`src/hw/rtl/ils_pkg.sv`:
```
package ils_pkg;

  localparam int CAPACITY = 64;
  localparam int DATA_W   = 32;
  localparam int POS_W    = 7;
  localparam int IDX_W    = (CAPACITY > 1) ? $clog2(CAPACITY) : 1;
  localparam int CNT_W    = $clog2(CAPACITY + 1);
  localparam int CMP_W    = (CNT_W > POS_W) ? CNT_W : POS_W;

  typedef enum logic [2:0] {
    CMD_READ = 3'd0,
    CMD_HEAD = 3'd1,
    CMD_TAIL = 3'd2,
    CMD_AT   = 3'd3,
    CMD_DEL  = 3'd4
  } cmd_t;

  typedef enum logic [1:0] {
    ST_DONE  = 2'd0,
    ST_RANGE = 2'd1,
    ST_FULL  = 2'd2
  } status_t;

  // broadcast to every cell of the chain
  typedef struct packed {
    logic              ins;
    logic              del;
    logic [CMP_W-1:0]  pos;
    logic [DATA_W-1:0] value;
  } shift_ctl_t;

endpackage

```
`src/hw/rtl/ils_cell.sv`:
```
module ils_cell
  import ils_pkg::*;
(
  input  logic              clk,
  input  logic [IDX_W-1:0]  idx,
  input  shift_ctl_t        ctl,
  input  logic [DATA_W-1:0] from_left,
  input  logic [DATA_W-1:0] from_right,
  output logic [DATA_W-1:0] data,
  output logic [DATA_W-1:0] rd_part
);

  logic [DATA_W-1:0] data_r;
  logic [DATA_W-1:0] data_nxt;
  logic [CMP_W-1:0]  my_pos;

  assign my_pos = CMP_W'(idx);

  always_comb begin
    data_nxt = data_r;
    if (ctl.ins) begin
      if (my_pos > ctl.pos) begin
        data_nxt = from_left;
      end else if (my_pos == ctl.pos) begin
        data_nxt = ctl.value;
      end
    end else if (ctl.del) begin
      if (my_pos >= ctl.pos) begin
        data_nxt = from_right;
      end
    end
  end

  always_ff @(posedge clk) begin
    data_r <= data_nxt;
  end

  assign data    = data_r;
  // only the addressed cell contributes to the read
  assign rd_part = (my_pos == ctl.pos) ? data_r : '0;

endmodule

```
`config.mk`:
```
export PLATFORM = sky130hd
export DESIGN_NAME = ils_cell
export DESIGN_NICKNAME = d
export VERILOG_FILES = /design/src/hw/rtl/ils_pkg.sv /design/src/hw/rtl/ils_cell.sv
export SDC_FILE = /design/constraint.sdc
export NUM_CORES = 1
export LEC_CHECK = 0
export BUFFER_PORTS_ARGS = -buffer_cell sky130_fd_sc_hd__buf_4
export CAP_MARGIN = 10
export CORE_ASPECT_RATIO = 1.5
export CORE_MARGIN = 4
export CORE_UTILIZATION = 41
export CTS_CLUSTER_SIZE = 16
export DETAILED_ROUTE_END_ITERATION = 6
export GPL_TIMING_DRIVEN = 1
export PLACE_DENSITY = 0.83
export SLEW_MARGIN = 20
export SYNTH_ARGS = -nofsm -noshare
export SYNTH_HDL_FRONTEND = slang
export SYNTH_SLANG_ARGS = --single-unit
```
`constraint.sdc`:
```
create_clock -name clk -period 5 [get_ports clk]
set_input_delay 0.5 -clock clk [delete_from_list [all_inputs] [get_ports clk]]
set_output_delay 0.5 -clock clk [all_outputs]
set_load 0.1 [all_outputs]
```
* Word level (Yosys, flattened, before mapping)
Index checks and enable logic that the tools add are counted.
** Word-level totals
- Register bits after elaboration :: 32
- Output and inout bits :: 64
- Logic and storage cells :: 14
- Bits of input ports :: 112
** Cells by class
- Muxes and demuxes :: 6
- Reduce and logical (&&, ||, !) cells :: 3
- Equality and inequality tests :: 2
- Magnitude comparators :: 2
** Operator list (count)
- $mux 32 :: 6
- $eq 6x7->1 :: 1
- $ge 6x7->1 :: 1
- $gt 6x7->1 :: 1
- $reduce_bool 2->1 :: 2
- $ne 3x1->1 const B :: 1
- $reduce_and 3->1 :: 1

* Longest topological paths before layout
Gate-level depths: netlist of the first run.
- Depth in word-level cells :: 4
- Gate-level depth with buffers :: 8
- Mapped depth without buffers :: 6

* Worst setup path before layout of the first run
OpenSTA, ideal clock, no wires.
- Kind :: in2reg
- From :: input ctl[37] in the netlist's numbering
- To :: register data_r[0], in the netlist data[0] (enable)
- Arrival :: 3175 ps
- Setup slack :: 1384 ps
- Library setup time :: 441 ps
- Buffers on the path :: 1
- Data required time :: 4559 ps
- Cell stages on the path :: 6
- Cells stage by stage :: inv_1 -> ha_1 -> and4b_1 -> o21ai_1 -> buf_2 -> a31oi_1
** On the way
- Word-level cells in the longest chain between the ends :: 3
- Elaborated cells between the ends (all ways) :: 6
- Classes of those cells :: order compare (2); eq/ne (2); reduce/logical (2)
** RTL lines
- start, declared :: RTL line ils_cell.sv:6 : input shift_ctl_t ctl,
- $gt 6x7->1, or another cell as far along :: RTL line ils_cell.sv:22 : if (my_pos > ctl.pos) begin
- $ne 3x1->1 (no line) / $reduce_bool 2->1 (equally long branches)
- $reduce_and 3->1 (no line) *
- end signal, assigned :: RTL line ils_cell.sv:35 : data_r <= data_nxt;
- end, declared :: RTL line ils_cell.sv:13 : logic [DATA_W-1:0] data_r;
Every way passes the cells marked *; elsewhere a longest branch is shown, timed or not.
A chain may end at the register's enable or synchronous reset.

* Final worst setup path of the first run
- From :: input idx[5]
- To :: output rd_part[1]
** On the way
- Word-level cells in the longest chain between the ends :: 2
** RTL lines
- start, declared :: RTL line ils_cell.sv:5 : input logic [IDX_W-1:0] idx,
- $eq 6x7->1 :: RTL line ils_cell.sv:40 : assign rd_part = (my_pos == ctl.pos) ? data_r : '0;
- $mux 32 :: RTL line ils_cell.sv:40
- end, declared :: RTL line ils_cell.sv:10 : output logic [DATA_W-1:0] rd_part
No other way between the ends.

==> results of run 1 <==
[worst paths after layout]
path | endpoint | start | slack, ns | cells past startpoint
worst min-delay path | data[20]$_DFFE_PP_ | ctl[20] | 0.55 | 3
worst max-delay path | rd_part[1] | idx[5] | 1.78 | 6
[logic make-up after synthesis]
kind of cell	count (synthesis)
simple gates	134
compound gates	71
buf+inv	42
flops	32
fa+ha+maj	6
[worst max-delay path: stages]
cell	delay, ns
buf_4	0.11
ha_1	0.30
and4b_1	0.27
and4_2	0.96
and2_1	0.24
buf_4	0.29
[routing by layer]
metal | wire, µm | up-vias
li1 | - | 1432
met1 | 3030 | 1376
met2 | 5010 | 147
met3 | 793 | 4
met4 | 60 | 0
met5 | 0 | -
[where the power goes]
part	switching (mW)	total [mW]	leakage [nW]	internal, mW
Combinational	0.314	0.448	1.41	0.134
Clock	0.0916	0.186	0.0410	0.0946
Sequential	0.0150	0.349	0.288	0.334
Total	0.421	0.983	1.74	0.562
[cell usage in the layout, fill, tap and decap left out, types with 2 or more instances in the layout]
| master | synthesis | layout |
|---|---|---|
| nand3_1 | 33 | 33 |
| clkbuf_8 | 0 | 5 |
| a21o_1 | 2 | 2 |
| buf_4 | 0 | 179 |
| and2_1 | 32 | 32 |
| ha_1 | 6 | 6 |
| inv_1 | 6 | 6 |
| nand4_1 | 33 | 33 |
| o2111ai_1 | 32 | 32 |
| nor2b_1 | 32 | 32 |
| a31oi_1 | 33 | 32 |
| edfxtp_1 | 32 | 32 |
[stage by stage]
| stage | instance area, µm² | utilization (%) | setup slack (ns) |
|---|---|---|---|
| floorplan | 2570 | - | 1.38 |
| global placement | 3850 | 62.9 | 1.80 |
| detailed placement | 3850 | 62.9 | 1.77 |
| CTS | 3930 | 64.1 | 1.76 |
| global route | 3960 | 64.7 | 1.62 |
| finish | 3960 | 64.7 | 1.78 |
[final cells by class]
cell class | count | area share [%]
repair buffers | 181 | 34.9
multi-input cells | 211 | 36.0
clock buffers | 6 | 1.83
well taps | 74 | 2.34
inverters | 6 | 0.568
flip-flops and latches | 32 | 24.2
clock inverters | 1 | 0.126
==> flow_summary.json, run 1 <==
{
  "status": "completed",
  "yosys.area_share.simple_pct": 31.3,
  "antenna_cells": 0,
  "cts_tree": "built",
  "grt_util_met2_pct": 41.4,
  "rows": 35,
  "cp_max_fo": 64,
  "port_buffers": 175,
  "cts_hold_buf": 0,
  "clock-sinks": 32,
  "cts_buffer_depth": 2,
  "final_antenna_net_count": 0,
  "synth_nets": 403,
  "track_usage_pct": 21.9,
  "rsz0062_at_grt": "no",
  "netlist_area_um2": 2570,
  "tightest_slew_ns": 1.05,
  "seq_area_frac_synth_pct": 37.4,
  "via_count": 2959,
  "slew_headroom_pct": 29.9,
  "p_total_uw": 983,
  "yosysUniqueCellTypes": 22,
  "finalCritPeriodShare_pct": 64.3,
  "min_path_type": "in2reg",
  "synth_cells": 285,
  "synth_xor_xnor_area_share_pct": 0,
  "finalHoldViolCount": 0,
  "io_pins": 176,
  "synth_edf_count": 32,
  "grt_pass1_wl_um": 13500,
  "synth_compound_area_share_pct": 20.4,
  "cts_setup_buffers": 0,
  "register_area_um2": 961,
  "cp.arrival_ns": 2.72,
  "synthFlopType": "edfxtp_1",
  "async_flop_share_pct": 0,
  "start_util_pct": 41.9,
  "place_congestion": 0.779,
  "worstPathRequired_ns": 4.50,
  "yosys_warnings": 0,
  "leakagePower_nw": 1.74,
  "grt_max_degree": 129,
  "yosysTopAreaCellShare_pct": 37.4,
  "yosysTopAreaCell": "edfxtp_1",
  "slew_viol_final": 0,
  "cts_made_buffers": 5,
  "drv_cap": 0,
  "holdWs_ns": 0.555,
  "wl_um": 8890,
  "core_um2": 6130,
  "synth.area.mux_share_pct": 0,
  "synth_fa_ha_area_share_pct": 2.92,
  "path_class": "in2out",
  "busiest_layer": "met2",
  "netlist_top_cells_area": "edfxtp_1 (37%), o2111ai_1 (11%), a31oi_1 (8.0%)",
  "multiInputGateArea_um2": 1430,
  "cts-root-buf": "clkbuf_8",
  "die_w_um": 72.6,
  "synthTopCellsByCount": "a31oi_1 (33), nand3_1 (33), nand4_1 (33)",
  "dp.cells": 503,
  "viasPerCell": 5.79,
  "fin_crit_ns": 3.22,
  "num-fill-cells": 553,
  "antenna_found_initial": 0,
  "routedWlPerCell_um": 17.4,
  "fmax_mhz": 311,
  "path_clk_slew_ns": 0.07,
  "drc": 0,
  "dr.pass1.iters": 4,
  "synth_top_family_by_area": "simple AND/OR/NAND/NOR gates",
  "dp_hpwl_um": 6190,
  "num-nets-final": 555,
  "vdd_drop_max_mv": 0.124,
  "drt_iter0_markers": 283,
  "start_kind": "input port",
  "area_growth_pct": 54.4,
  "syn_area_per_cell_um2": 9.01,
  "grt_pass1_vias": 2796,
  "setup_violations": 0,
  "htree_levels": 2,
  "cts.repair.resized": 0,
  "dieArea_um2": 7620,
  "setup_tns_ns": 0,
  "die_y_um": 105,
  "final_cells": 511,
  "powerDensity_nw_per_um2": 248,
  "layout-drive-gt1-share_pct": 43.9,
  "overflow": 0,
  "met1_usage_pct": 24.6,
  "endpoint_kind": "output pin",
  "ys_ff_latch": 32,
  "largest_reg_flops": 32,
  "grt_util_met3_pct": 3.56
}
(Power assumes the default switching activity.)
==> run 2, diff against run 1 <==
==> constraint.sdc (replaced) <==
create_clock -name clk -period 3.2 [get_ports clk]
set_input_delay 0.32 -clock clk [delete_from_list [all_inputs] [get_ports clk]]
set_output_delay 0.32 -clock clk [all_outputs]
set_load 0.1 [all_outputs]
==> run 2 against run 1 <==
Cell area about the same. Cell count up 0.39%. Global-route usage up 0.78 points. Highest routed layer unchanged. Setup slack worse by 0.99 ns. Core utilization about the same. Sequential cell count unchanged. Worst hold slack worse by 0.18 ns. Die area unchanged. Critical path type unchanged. Total power up 56%. Clock power up 56%. Critical path depth up 2.
==> flow_summary.json, run 2 (synthesized netlist as in run 1, its figures left out) <==
{
  "die_w_um": 72.6,
  "cts_hold_buf": 0,
  "final_antenna_net_count": 0,
  "port_buffers": 175,
  "grt_pass1_vias": 2898,
  "power_frac_comb_pct": 45.3,
  "slew_viol_final": 0,
  "rows": 35,
  "cpMostUsedCell": "buf_4",
  "setup_tns_ns": 0,
  "intPower_uw": 875,
  "place_ws_ns": 0.627,
  "start_kind": "input port",
  "finalHoldViolCount": 0,
  "holdWs_ns": 0.371,
  "p_switching_uw": 656,
  "most-common-layout-cells": "buf_4 (182), nand3_1 (33), nand4_1 (33)",
  "antenna_found_initial": 0,
  "slew_headroom_pct": 28.2,
  "antenna_cells": 0,
  "grt_max_degree": 85,
  "cts_tree": "built",
  "layout-drive-gt1-share_pct": 44.0,
  "num-nets-final": 557,
  "min_path_type": "in2reg",
  "p_total_mw": 1.53,
  "via_count": 2946,
  "dieArea_um2": 7620,
  "clkPwrFrac_pct": 18.9,
  "max_stage_delay_ns": 0.31,
  "cts_setup_buffers": 0,
  "fin_crit_ns": 2.41,
  "wl_um": 8940,
  "path_class": "in2out",
  "seqPwrFrac_pct": 35.8,
  "dp.cells": 506,
  "cp_max_fo": 35,
  "drv_cap": 0,
  "place_congestion": 0.887,
  "cts_buffer_depth": 2,
  "vdd_drop_max_mv": 0.165,
  "cts.repair.resized": 0,
  "tightest_slew_ns": 1.08,
  "endpoint": "rd_part[27]",
  "status": "completed",
  "switching_share_pct": 42.9,
  "crit_path_cell_trace": "buf_4 > inv_1 > ha_1 > and4b_1 > and4_2 > buf_4 > and2_1 > buf_4",
  "fmax_mhz": 416,
  "viasPerCell": 5.74,
  "drt_iter0_markers": 199,
  "grt_pass1_wl_um": 13800,
  "largest_reg_flops": 32,
  "final_cells": 513,
  "track_usage_pct": 22.7,
  "cp.arrival_ns": 2.09,
  "finalCritPeriodShare_pct": 75.2,
  "htree_levels": 2,
  "setup_violations": 0,
  "start_util_pct": 41.9,
  "overflow": 0,
  "cts_made_buffers": 5,
  "powerDensity_nw_per_um2": 387,
  "path_clk_slew_ns": 0.07,
  "fin_ws_ns": 0.794,
  "clock-sinks": 32,
  "dp_hpwl_um": 6630,
  "dr.pass1.iters": 4,
  "endpoint_kind": "output pin",
  "slowest_stage": "ha_1",
  "area_growth_pct": 54.3,
  "layout_commonest_cell": "buf_4",
  "io_pins": 176,
  "worstPathRequired_ns": 2.88,
  "cts-root-buf": "clkbuf_8",
  "worstSetupStartpoint": "ctl[37]",
  "drc": 0,
  "rsz0062_at_grt": "no",
  "die_y_um": 105,
  "leakagePower_nw": 1.74,
  "routedWlPerCell_um": 17.4,
  "core_um2": 6130
}
==> run 2: cell count changes in the layout (fill, tap and decap cells not counted), sizes merged <==
cell	before	now
buf	181	183
==> run 2: worst min path at each step <==
stage	endpoint	start	depth (start not counted)
detailed placement	data[8]$_DFFE_PP_	ctl[8]	3
global route	data[19]$_DFFE_PP_	ctl[19]	3
global placement	data[22]$_DFFE_PP_	ctl[22]	3
floorplan	data[0]$_DFFE_PP_	ctl[0]	2
CTS	data[8]$_DFFE_PP_	ctl[8]	3
finish	data[2]$_DFFE_PP_	ctl[2]	3
==> run 2: cell type report <==
class / count / area (µm²)
sequential: 32 / 961
clock inverter: 1 / 5.00
clock buffer: 6 / 72.6
fill: 546 / 2170
timing repair buffer: 183 / 1380
tap: 74 / 92.6
multi-input combinational: 211 / 1430
inverter: 6 / 22.5
==> run 2: routing by layer <==
layer  vias to the layer above  global-route usage [%]  share of wire, %
met5                         -                       0                 0
met4                         0                    10.3               3.7
met3                        25                    4.62               7.5
met2                       140                    40.7                55
met1                      1346                    24.7                34
li1                       1435                       -                 -
==> run 2: per-stage QoR <==
stage	util, %	instance area, µm²
after floorplan	-	2570
after global placement	63.1	3870
after detailed placement	63.3	3880
after CTS	64.6	3960
after global routing	64.6	3960
final	64.6	3960
==> run 2: power groups by stage <==
stage | clock network (mW) | registers, mW | logic [mW]
after floorplan | 0 | 0.868 | 0.161
after global placement | 0 | 0.556 | 0.685
after detailed placement | 0 | 0.557 | 0.695
after CTS | 0.297 | 0.549 | 0.695
after global routing | 0.314 | 0.553 | 0.725
final | 0.290 | 0.548 | 0.693
==> run 2: critical path, delay by kind of cell <==
family        cells  cell delay (ns)
fa+ha+maj         1             0.31
simple gates      3             0.73
buf+inv           4             0.72
==> run 3, diff against run 2 <==
--- a/config.mk
+++ b/config.mk
@@ -9,11 +9,11 @@
 export CAP_MARGIN = 10
 export CORE_ASPECT_RATIO = 1.5
 export CORE_MARGIN = 4
-export CORE_UTILIZATION = 41
+export CORE_UTILIZATION = 38
 export CTS_CLUSTER_SIZE = 16
 export DETAILED_ROUTE_END_ITERATION = 6
 export GPL_TIMING_DRIVEN = 1
-export PLACE_DENSITY = 0.83
+export PLACE_DENSITY = 0.81
 export SLEW_MARGIN = 20
 export SYNTH_ARGS = -nofsm -noshare
 export SYNTH_HDL_FRONTEND = slang
==> constraint.sdc (replaced) <==
create_clock -name clk -period 2.1 [get_ports clk]
set_input_delay 0.21 -clock clk [delete_from_list [all_inputs] [get_ports clk]]
set_output_delay 0.21 -clock clk [all_outputs]
set_load 0.1 [all_outputs]
==> run 3 against run 2 <==
Cell area up 6.8%. Sequential cell count stayed put. Non-clock buffer count is 8 higher. Clock power rose by 100%. Routed wire length grew 6.2%. Cell count is 2.1% higher. Worst hold slack lost 0.11 ns. Sequential share of layout area shrank 1.5 points. First-iteration DRC count is 29% higher. Critical path type unchanged. Largest cell class is now buffers.
==> flow_summary.json, run 3 (synthesized netlist as in run 1, its figures left out) <==
{
  "slew_headroom_pct": 80.7,
  "power_frac_comb_pct": 43.8,
  "path_class": "in2out",
  "die_y_um": 109,
  "via_count": 3057,
  "final_cell_area_um2": 4230,
  "endpoint_kind": "output pin",
  "setup_violations": 0,
  "p_switching_mw": 1.03,
  "grt_pass1_vias": 2907,
  "wl_um": 9490,
  "dp_hpwl_um": 7370,
  "grt_pass1_wl_um": 14100,
  "dr.pass1.iters": 4,
  "final_cells": 524,
  "leakagePower_nw": 1.84,
  "placed_area_um2": 4120,
  "antenna_found_initial": 0,
  "fmax_mhz": 495,
  "die_w_um": 75.1,
  "port_buffers": 175,
  "viasPerCell": 5.83,
  "crit_path_cell_trace": "buf_4 > inv_12 > ha_4 > and4b_1 > and4_2 > buf_12 > and2_2 > buf_4",
  "final_antenna_net_count": 0,
  "rsz0062_at_grt": "no",
  "seqPwrFrac_pct": 33.1,
  "io_pins": 176,
  "cpMostUsedCell": "buf_4",
  "grt_max_degree": 61,
  "switching_share_pct": 40.8,
  "cts_made_buffers": 5,
  "slowest_stage": "and4_2",
  "overflow": 0,
  "antenna_cells": 0,
  "hold_depth": 3,
  "most-common-layout-cells": "buf_4 (184), nand3_1 (33), nand4_1 (33)",
  "track_usage_pct": 22.5,
  "cts-root-buf": "clkbuf_8",
  "worstHoldEndpoint": "data[8]$_DFFE_PP_",
  "clkPwrFrac_pct": 23.0,
  "rows": 36,
  "htree_levels": 2,
  "largest_reg_flops": 32,
  "path_clk_slew_ns": 0.07,
  "intPower_mw": 1.49,
  "worstPathRequired_ns": 1.89,
  "layout-drive-gt1-share_pct": 53.6,
  "hp-start": "ctl[8]",
  "drt_iter0_markers": 257,
  "layout_commonest_cell": "buf_4",
  "cts_hold_buf": 0,
  "routedWlPerCell_um": 18.1,
  "vdd_drop_max_mv": 0.350,
  "start_kind": "input port",
  "finalCritPeriodShare_pct": 96.1,
  "powerDensity_nw_per_um2": 596,
  "drc": 0,
  "cts_buffer_depth": 2,
  "slew_viol_final": 0,
  "num-fill-cells": 564,
  "register_area_um2": 961,
  "critPathBufInv": 4,
  "cts.repair.resized": 0,
  "fin_util_pct": 64.8,
  "cp_max_fo": 36,
  "min_path_type": "in2reg",
  "p_total_mw": 2.52,
  "dieArea_um2": 8160,
  "area_growth_pct": 64.7,
  "max_stage_delay_ns": 0.31,
  "cp.depth": 8,
  "place_ws_ns": 0.0888,
  "start_util_pct": 39.3,
  "core_um2": 6530,
  "fin_ws_ns": 0.0818,
  "drv_cap": 0,
  "cp_top_family": "simple AND/OR/NAND/NOR gates",
  "tightest_slew_ns": 0.292,
  "status": "completed",
  "cts_tree": "built",
  "cts_setup_buffers": 0,
  "fin_crit_ns": 2.02,
  "num-nets-final": 565,
  "finalHoldViolCount": 0,
  "clock-sinks": 32,
  "place_congestion": 0.830,
  "cp.arrival_ns": 1.81,
  "dp.cells": 516,
  "multiInputGateArea_um2": 1500
}
## run 3: cell types whose count changed in the layout (fill, tap and decap cells not counted), sizes merged
cell	previous run	this run
buf	183	191
bufinv	0	1
## run 3: power groups by stage
stage	registers (mW)	logic, mW	clock network (mW)
after floorplan	1.32	0.255	0
final	0.835	1.10	0.580
after detailed placement	0.850	1.11	0
after global routing	0.843	1.16	0.626
after CTS	0.837	1.11	0.593
after global placement	0.846	1.09	0
## run 3: worst max path at each step
| stage | from | end |
|---|---|---|
| 2_1_floorplan | ctl[36] | data[0]$_DFFE_PP_ |
| 3_3_place_gp | ctl[36] | rd_part[2] |
| 3_5_place_dp | ctl[36] | rd_part[30] |
| 4_1_cts | ctl[36] | rd_part[30] |
| 5_1_grt | ctl[36] | rd_part[22] |
| 6_report | ctl[36] | rd_part[30] |
## run 3: per-stage QoR
step,setup TNS [ns],hold WS (ns)
6_report,0,0.256
5_1_grt,0,0.256
4_1_cts,0,0.245
3_5_place_dp,0,0.540
3_3_place_gp,0,0.539
2_1_floorplan,-1.02,0.440
## run 3: layer usage
metal	GRT usage (%)	wire [µm]
met3	3.23	635
met1	25.3	3140
met5	0	0
met4	10.3	362
met2	40.4	5350
## run 3: worst min-delay path: stages
cell     delay (ns)
buf_4          0.08
a31oi_1        0.07
nand3_1        0.07
## run 3: final cells by class
class | count | area share [%]
repair buffers | 191 | 36.0
multi-input cells | 211 | 35.6
clock inverters | 2 | 0.828
flip-flops and latches | 32 | 22.7
well taps | 76 | 2.25
inverters | 6 | 0.947
clock buffers | 6 | 1.72
